**config.mk**
```make
export PLATFORM = sky130hd
export DESIGN_NAME = camera_link_frame_deframer
export DESIGN_NICKNAME = d
export VERILOG_FILES = /design/src/rtl/cldf_pkg.sv /design/src/rtl/cldf_sync.sv /design/src/rtl/cldf_parse.sv /design/src/rtl/camera_link_frame_deframer.sv
export SDC_FILE = /design/constraint.sdc
export NUM_CORES = 1
export LEC_CHECK = 0
export BUFFER_PORTS_ARGS = -buffer_cell sky130_fd_sc_hd__buf_4
export CAP_MARGIN = 40
export CORE_MARGIN = 2
export CORE_UTILIZATION = 60
export DETAILED_ROUTE_END_ITERATION = 12
export GPL_TIMING_DRIVEN = 1
export PLACE_DENSITY_LB_ADDON = 0.3
export SLEW_MARGIN = 10
export SYNTH_ARGS = -nofsm -noshare
export SYNTH_HDL_FRONTEND = slang
export SYNTH_SLANG_ARGS = --single-unit
```
**constraint.sdc**
```tcl
create_clock -name clock -period 19 [get_ports clock]
set_clock_uncertainty 0.2 [all_clocks]
set_input_delay 4.75 -clock clock [delete_from_list [all_inputs] [get_ports clock]]
set_output_delay 4.75 -clock clock [all_outputs]
set_load 0.05 [all_outputs]
```
**src/rtl/cldf_pkg.sv**
```systemverilog
// Package: shared constants and result type for the frame deframer.
`default_nettype none
package cldf_pkg;

   localparam logic [7:0]  SYNC_LAST    = 8'hBB;
   localparam logic [23:0] SYNC_HEAD    = 24'h5566AA;
   localparam logic [7:0]  CMD_RECORD   = 8'h81;
   localparam logic [7:0]  CMD_RES      = 8'h83;
   localparam logic [7:0]  CMD_CAMERA   = 8'h94;
   localparam logic [4:0]  POS_START    = 5'd4;
   localparam logic [4:0]  POS_BODY     = 5'd16;
   localparam logic [4:0]  POS_LIMIT    = 5'd20;
   localparam logic [32:0] REM_AFTER_LEN = 33'd11;

   typedef struct packed {
      logic [7:0]         command_id;
      logic [7:0]         control_byte;
      logic [15:0]        sequence_number;
      logic [31:0]        payload_length;
      logic [31:0]        header_check;
      logic [31:0]        frame_check;
      logic               recording_flag;
      logic               recording_changed;
      logic signed [15:0] video_width;
      logic signed [15:0] video_height;
      logic signed [7:0]  camera_kind;
   } result_type;

endpackage
`default_nettype wire

```
**src/rtl/cldf_sync.sv**
```systemverilog
// Sync hunter: sliding three-byte window that detects 55 66 AA BB.
`default_nettype none
module cldf_sync
   import cldf_pkg::*;
(
   input  wire logic       clock,
   input  wire logic       reset,
   input  wire logic       take,
   input  wire logic       clear,
   input  wire logic [7:0] rx_byte,
   output logic            hit
);

   logic [23:0] window_ff, window_in;
   logic [1:0]  fill_ff, fill_in;

   assign hit = (fill_ff == 2'd3) && (window_ff == SYNC_HEAD) && (rx_byte == SYNC_LAST);

   always_comb begin
      window_in = window_ff;
      fill_in   = fill_ff;
      if (clear || (take && hit)) begin
         window_in = '0;
         fill_in   = '0;
      end else if (take) begin
         window_in = {window_ff[15:0], rx_byte};
         if (fill_ff != 2'd3) begin
            fill_in = fill_ff + 2'd1;
         end
      end
   end

   always_ff @(posedge clock) begin
      if (reset) begin
         window_ff <= '0;
         fill_ff   <= '0;
      end else begin
         window_ff <= window_in;
         fill_ff   <= fill_in;
      end
   end

endmodule
`default_nettype wire

```
**src/rtl/cldf_parse.sv**
```systemverilog
// Frame parser: header capture, byte counting and command effects.
`default_nettype none
module cldf_parse
   import cldf_pkg::*;
(
   input  wire logic       clock,
   input  wire logic       reset,
   input  wire logic       accept,
   input  wire logic [7:0] rx_byte,
   input  wire logic       hit,
   output logic            in_frame,
   output logic            done,
   output result_type      result
);

   logic        in_frame_ff, in_frame_in;
   logic [4:0]  pos_ff, pos_in;
   logic [32:0] rem_ff, rem_in;
   logic [7:0]  control_ff, control_in;
   logic [31:0] length_ff, length_in;
   logic [15:0] sequence_ff, sequence_in;
   logic [7:0]  command_ff, command_in;
   logic [31:0] hcheck_ff, hcheck_in;
   logic [31:0] tcheck_ff, tcheck_in;
   logic [31:0] early_ff, early_in;
   logic        record_ff, record_in;
   logic [15:0] width_ff, width_in;
   logic [15:0] height_ff, height_in;
   logic [7:0]  kind_ff, kind_in;
   logic        step;
   logic        rec_now;
   logic        changed;
   logic [1:0]  tlane;

   assign in_frame = in_frame_ff;
   assign step     = accept && in_frame_ff;
   assign done     = step && (pos_ff > 5'd8) && (rem_ff == 33'd1);
   assign tlane    = 2'(3'd4 - rem_ff[2:0]);

   always_comb begin
      in_frame_in = in_frame_ff;
      pos_in      = pos_ff;
      rem_in      = rem_ff;
      control_in  = control_ff;
      length_in   = length_ff;
      sequence_in = sequence_ff;
      command_in  = command_ff;
      hcheck_in   = hcheck_ff;
      tcheck_in   = tcheck_ff;
      early_in    = early_ff;
      record_in   = record_ff;
      width_in    = width_ff;
      height_in   = height_ff;
      kind_in     = kind_ff;
      changed     = 1'b0;
      rec_now     = 1'b0;
      if (step) begin
         case (pos_ff)
            5'd4:  control_in         = rx_byte;
            5'd5:  length_in[7:0]     = rx_byte;
            5'd6:  length_in[15:8]    = rx_byte;
            5'd7:  length_in[23:16]   = rx_byte;
            5'd8:  length_in[31:24]   = rx_byte;
            5'd9:  sequence_in[7:0]   = rx_byte;
            5'd10: sequence_in[15:8]  = rx_byte;
            5'd11: command_in         = rx_byte;
            5'd12: hcheck_in[7:0]     = rx_byte;
            5'd13: hcheck_in[15:8]    = rx_byte;
            5'd14: hcheck_in[23:16]   = rx_byte;
            5'd15: hcheck_in[31:24]   = rx_byte;
            5'd16: early_in[7:0]      = rx_byte;
            5'd17: early_in[15:8]     = rx_byte;
            5'd18: early_in[23:16]    = rx_byte;
            5'd19: early_in[31:24]    = rx_byte;
            default: ;
         endcase
         if ((pos_ff >= POS_BODY) && (rem_ff != 33'd0) && (rem_ff <= 33'd4)) begin
            case (tlane)
               2'd0:    tcheck_in[7:0]   = rx_byte;
               2'd1:    tcheck_in[15:8]  = rx_byte;
               2'd2:    tcheck_in[23:16] = rx_byte;
               default: tcheck_in[31:24] = rx_byte;
            endcase
         end
         if (pos_ff == 5'd8) begin
            rem_in = {1'b0, rx_byte, length_ff[23:0]} + REM_AFTER_LEN;
         end else if (pos_ff > 5'd8) begin
            rem_in = rem_ff - 33'd1;
         end
         if (pos_ff < POS_LIMIT) begin
            pos_in = pos_ff + 5'd1;
         end
         if (done) begin
            in_frame_in = 1'b0;
            pos_in      = '0;
            case (command_ff)
               CMD_RECORD: begin
                  rec_now   = (early_in[7:0] != 8'd0);
                  changed   = (rec_now != record_ff);
                  record_in = rec_now;
               end
               CMD_RES: begin
                  if (length_ff >= 32'd2) begin
                     width_in  = early_in[15:0];
                     height_in = early_in[31:16];
                  end
               end
               CMD_CAMERA: begin
                  if (length_ff != 32'd0) begin
                     kind_in = early_in[7:0];
                  end
               end
               default: ;
            endcase
         end
      end else if (accept && hit) begin
         in_frame_in = 1'b1;
         pos_in      = POS_START;
      end
   end

   always_comb begin
      result.command_id        = command_in;
      result.control_byte      = control_in;
      result.sequence_number   = sequence_in;
      result.payload_length    = length_in;
      result.header_check      = hcheck_in;
      result.frame_check       = tcheck_in;
      result.recording_flag    = record_in;
      result.recording_changed = changed;
      result.video_width       = width_in;
      result.video_height      = height_in;
      result.camera_kind       = kind_in;
   end

   always_ff @(posedge clock) begin
      if (reset) begin
         in_frame_ff <= 1'b0;
         pos_ff      <= '0;
         rem_ff      <= '0;
         control_ff  <= '0;
         length_ff   <= '0;
         sequence_ff <= '0;
         command_ff  <= '0;
         hcheck_ff   <= '0;
         tcheck_ff   <= '0;
         early_ff    <= '0;
         record_ff   <= 1'b0;
         width_ff    <= '0;
         height_ff   <= '0;
         kind_ff     <= '0;
      end else begin
         in_frame_ff <= in_frame_in;
         pos_ff      <= pos_in;
         rem_ff      <= rem_in;
         control_ff  <= control_in;
         length_ff   <= length_in;
         sequence_ff <= sequence_in;
         command_ff  <= command_in;
         hcheck_ff   <= hcheck_in;
         tcheck_ff   <= tcheck_in;
         early_ff    <= early_in;
         record_ff   <= record_in;
         width_ff    <= width_in;
         height_ff   <= height_in;
         kind_ff     <= kind_in;
      end
   end

endmodule
`default_nettype wire

```
**src/rtl/camera_link_frame_deframer.sv**
```systemverilog
// Top level: sync-word, length-prefixed frame deframer with registered result.
// Usage:
//   req_ channel carries one received byte per transfer (req_rx_byte).
//   rsp_ channel carries one result per completed frame, on the transfer of
//   the frame's last byte (a frame is 20 + length bytes, sync word included).
//   Bytes outside a frame produce no result; sync inside a frame is ignored.
// Latency: the result is valid in the cycle after the last byte's transfer.
// Throughput: one byte per cycle while not stalled; the per-byte update is a
//   single pass of logic between the state registers and the result register.
// Stall: while a result waits with rsp_stall high, req_stall is raised;
//   otherwise bytes are taken every cycle, also while a result is leaving.
// Reset: synchronous, active high; clears the sync window, frame counters,
//   header fields and the kept recording, resolution and camera values.
`default_nettype none
module camera_link_frame_deframer
   import cldf_pkg::*;
(
   input  wire logic         clock,
   input  wire logic         reset,
   input  wire logic         req_valid,
   output logic              req_stall,
   input  wire logic [7:0]   req_rx_byte,
   output logic              rsp_valid,
   input  wire logic         rsp_stall,
   output logic [7:0]        rsp_command_id,
   output logic [7:0]        rsp_control_byte,
   output logic [15:0]       rsp_sequence_number,
   output logic [31:0]       rsp_payload_length,
   output logic [31:0]       rsp_header_check,
   output logic [31:0]       rsp_frame_check,
   output logic              rsp_recording_flag,
   output logic              rsp_recording_changed,
   output logic signed [15:0] rsp_video_width,
   output logic signed [15:0] rsp_video_height,
   output logic signed [7:0] rsp_camera_kind
);

   logic       accept;
   logic       hit;
   logic       in_frame;
   logic       done;
   result_type result;
   result_type result_ff;
   logic       valid_ff, valid_in;

   assign req_stall = valid_ff && rsp_stall;
   assign accept    = req_valid && !req_stall;

   cldf_sync u_sync (
      .clock   (clock),
      .reset   (reset),
      .take    (accept && !in_frame),
      .clear   (done),
      .rx_byte (req_rx_byte),
      .hit     (hit)
   );

   cldf_parse u_parse (
      .clock    (clock),
      .reset    (reset),
      .accept   (accept),
      .rx_byte  (req_rx_byte),
      .hit      (hit),
      .in_frame (in_frame),
      .done     (done),
      .result   (result)
   );

   always_comb begin
      valid_in = valid_ff;
      if (done) begin
         valid_in = 1'b1;
      end else if (!rsp_stall) begin
         valid_in = 1'b0;
      end
   end

   always_ff @(posedge clock) begin
      if (reset) begin
         valid_ff <= 1'b0;
      end else begin
         valid_ff <= valid_in;
      end
      if (done) begin
         result_ff <= result;
      end
   end

   assign rsp_valid             = valid_ff;
   assign rsp_command_id        = result_ff.command_id;
   assign rsp_control_byte      = result_ff.control_byte;
   assign rsp_sequence_number   = result_ff.sequence_number;
   assign rsp_payload_length    = result_ff.payload_length;
   assign rsp_header_check      = result_ff.header_check;
   assign rsp_frame_check       = result_ff.frame_check;
   assign rsp_recording_flag    = result_ff.recording_flag;
   assign rsp_recording_changed = result_ff.recording_changed;
   assign rsp_video_width       = result_ff.video_width;
   assign rsp_video_height      = result_ff.video_height;
   assign rsp_camera_kind       = result_ff.camera_kind;

endmodule
`default_nettype wire
```
==> flow_summary.json <==
{
  "outcome": "complete, no violations",
  "io_pins": 184,
  "min_path_cells": 2,
  "initial_utilization_pct": 61.19,
  "grt_setup_unrepaired": "no",
  "ctsResizeCount": 0,
  "setup_viol": 0,
  "layout_common_cells": "dfxtp_1, nand2_1, buf_4",
  "drive_gt1_share_pct": 21.80,
  "insertion_delay_ps": 540,
  "synth_seq_cells": 437,
  "cts_tree": "done",
  "arrival_ps": 5150,
  "post-dp-hpwl_um": 25550,
  "clock-sinks": 437,
  "gp_congestion": 0.9240,
  "syn_inst": 1630,
  "drc": 0,
  "worstSetupStartpointType": "input port",
  "fin_ws_ps": 8896,
  "fin_tns_setup_ps": 0,
  "vias_per_cell": 5.801,
  "vdd.ir_drop.worst_uv": 65.17,
  "fin_crit_ps": 10100,
  "finalPower_uw": 1804,
  "critPathCaptureType": "output port",
  "n_antenna_cell": 0,
  "synth-edff-count": 170,
  "worstRegToRegCells": 5,
  "firstDrtPassIters": 6,
  "numCtsBuffers": 43,
  "post-route-period-util_pct": 53.18,
  "die_area_mm2": 0.03082,
  "relSlewSlack_pct": 35.48,
  "rows": 62,
  "grt_use_total_pct": 26.28,
  "grt_remaining_overflow": 0,
  "clk_pin_slew_ps": 60,
  "hold_viol": 0,
  "hp-class": "flop to flop",
  "mostFrequentLayoutCell": "dfxtp_1",
  "stdcell_area_mm2": 0.02064,
  "synthFlopType": "dfxtp_1",
  "yosys_warnings": 0,
  "final_antenna_net_count": 0,
  "syn_nets": 1656,
  "worstPathMaxFanout": 3,
  "cts_setup_buffers": 0,
  "crit_type": "input port to output port",
  "synth-async-reset-ratio_pct": 0,
  "seq_area_frac_synth_pct": 59.18,
  "place_ws_ps": 8898,
  "first_global_vias": 11940,
  "num_vias": 12690,
  "io_buffers": 183,
  "drt-total-wl_um": 41610,
  "first_iter_violations": 1186,
  "dieHeight_um": 175.6,
  "grt_max_degree": 103,
  "yosys.cell_types.count": 61,
  "wl_per_cell_um": 19.03,
  "worst_pin_slew_ps": 959.2,
  "power_density_mw_per_mm2": 87.42,
  "clk_path_buf_depth": 3,
  "postCtsHoldBufs": 0,
  "slew_viol_final": 0,
  "instances_no_fill": 2187,
  "grt_antenna_before_repair": 0,
  "die_x_um": 175.6,
  "leakagePower_uw": 0.007380,
  "placed_cells": 2107,
  "netlist_area_mm2": 0.01766,
  "cap_violations": 0,
  "fin_nets": 1794,
  "core_area_mm2": 0.02886,
  "h-tree-depth": 2,
  "fmax_ghz": 0.09897,
  "required_ps": 14050,
  "syn_area_per_cell_um2": 10.83,
  "grt_pass1_wl_um": 64170,
  "dpl-instance-area_mm2": 0.01932,
  "cts-root-buf": "clkbuf_16",
  "syn_to_final_growth_pct": 16.89
}
## synth_stat cells (3+ instances only)
| cell type | number | area [um^2] |
|---|---|---|
| and3_1 | 12 | 75.07 |
| xnor2_1 | 19 | 166.4 |
| or3_1 | 10 | 62.56 |
| clkbuf_1 | 89 | 334.1 |
| and2_1 | 6 | 37.54 |
| or2_1 | 20 | 125.1 |
| and2b_1 | 8 | 60.06 |
| or4_1 | 3 | 22.52 |
| nor3_1 | 22 | 110.1 |
| buf_1 | 10 | 37.54 |
| nor4_1 | 35 | 219.0 |
| nor4b_1 | 4 | 35.03 |
| a41oi_1 | 3 | 26.28 |
| dfxtp_1 | 267 | 5345 |
| nand3_1 | 20 | 100.1 |
| a21oi_1 | 124 | 620.6 |
| inv_1 | 14 | 52.55 |
| nand4_1 | 23 | 143.9 |
| a31oi_1 | 7 | 43.79 |
| or2_2 | 6 | 37.54 |
| nor2_1 | 68 | 255.2 |
| nand2_1 | 254 | 953.4 |
| nand2b_1 | 9 | 56.30 |
| o21ai_0 | 44 | 220.2 |
| xor2_1 | 11 | 96.34 |
| edfxtp_1 | 170 | 5105 |
| o31ai_1 | 4 | 30.03 |
| mux2_2 | 122 | 1374 |
| nor4bb_1 | 3 | 30.03 |
| a211oi_1 | 12 | 90.09 |
| buf_2 | 5 | 25.02 |
| o21a_1 | 7 | 52.55 |
| nor2b_1 | 128 | 800.8 |
| a32oi_1 | 4 | 35.03 |
| mux2i_1 | 35 | 350.3 |
| a22oi_1 | 4 | 30.03 |
| ha_1 | 14 | 175.2 |
## worst max-delay path: stages
cell and delay, ps:
buf_4 120, nand2_1 60, inv_1 50, buf_4 180
## logic make-up after synthesis
kind of cell / Yosys count / synth area share [%]
simple gates: 642 / 18.27
compound gates: 232 / 7.766
mux: 157 / 9.764
fa+ha+maj: 14 / 0.9920
flops: 437 / 59.18
xor+xnor: 30 / 1.488
buf+inv: 118 / 2.544
## metrics by stage
stage          hold WS [ps]  utilization [%]
3_3_place_gp          237.8            66.62
4_1_cts               253.2            71.53
3_5_place_dp          246.0            66.95
2_1_floorplan         231.2                -
5_1_grt               265.4            71.53
6_report              252.1            71.53
## report_power, final
part           leakage [uW]  switching [uW]  total, uW  internal (uW)
Combinational       0.00341            26.8       33.4           6.54
Sequential          0.00333            1.51        969            968
Clock              0.000642             349        802            453
## worst paths after layout
| kind | from | to | slack [ps] |
|---|---|---|---|
| worst min register to register | u_parse.early_ff[17]$_SDFFE_PP0P_ | u_parse.early_ff[17]$_SDFFE_PP0P_ | 250 |
| worst max-delay path | rsp_stall | req_stall | 8900 |
| worst max register to register | rsp_valid$_SDFFE_PP0P_ | u_sync.window_ff[1]$_SDFFE_PP0P_ | 14820 |
| worst min-delay path | u_parse.early_ff[17]$_SDFFE_PP0P_ | u_parse.early_ff[17]$_SDFFE_PP0P_ | 250 |
## sequential cells by signal, summed over array words and instances, names as in the netlist, 16 cells and up
name and flops:
u_parse.tcheck_ff 32, u_parse.early_ff 32, u_parse.width_ff 16, u_parse.hcheck_ff 32
u_parse.length_ff 32, u_parse.sequence_ff 16, u_parse.rem_ff 33, rsp_sequence_number 16
u_sync.window_ff 24, rsp_frame_check 32, rsp_payload_length 32, u_parse.height_ff 16
rsp_header_check 32, rsp_video_height 16, rsp_video_width 16
## cell type report
class / instances / area, um^2
Inverter: 14 / 52.55
Clock buffer: 64 / 1196
Clock inverter: 16 / 125.1
Timing Repair Buffer: 197 / 1548
Multi-Input combinational cell: 1075 / 6789
Fill cell: 2098 / 8217
Sequential cell: 437 / 10450
Tap cell: 384 / 480.5
## per-layer routing
metal | vias up | wire, um | track usage (%)
li1 | 5993 | - | -
met1 | 6055 | 16840 | 34.30
met2 | 539 | 20050 | 43.44
met3 | 99 | 3363 | 5.325
met4 | 0 | 1351 | 10.06
met5 | - | 0 | 0
Note: power is estimated with default switching activity, not from simulation.
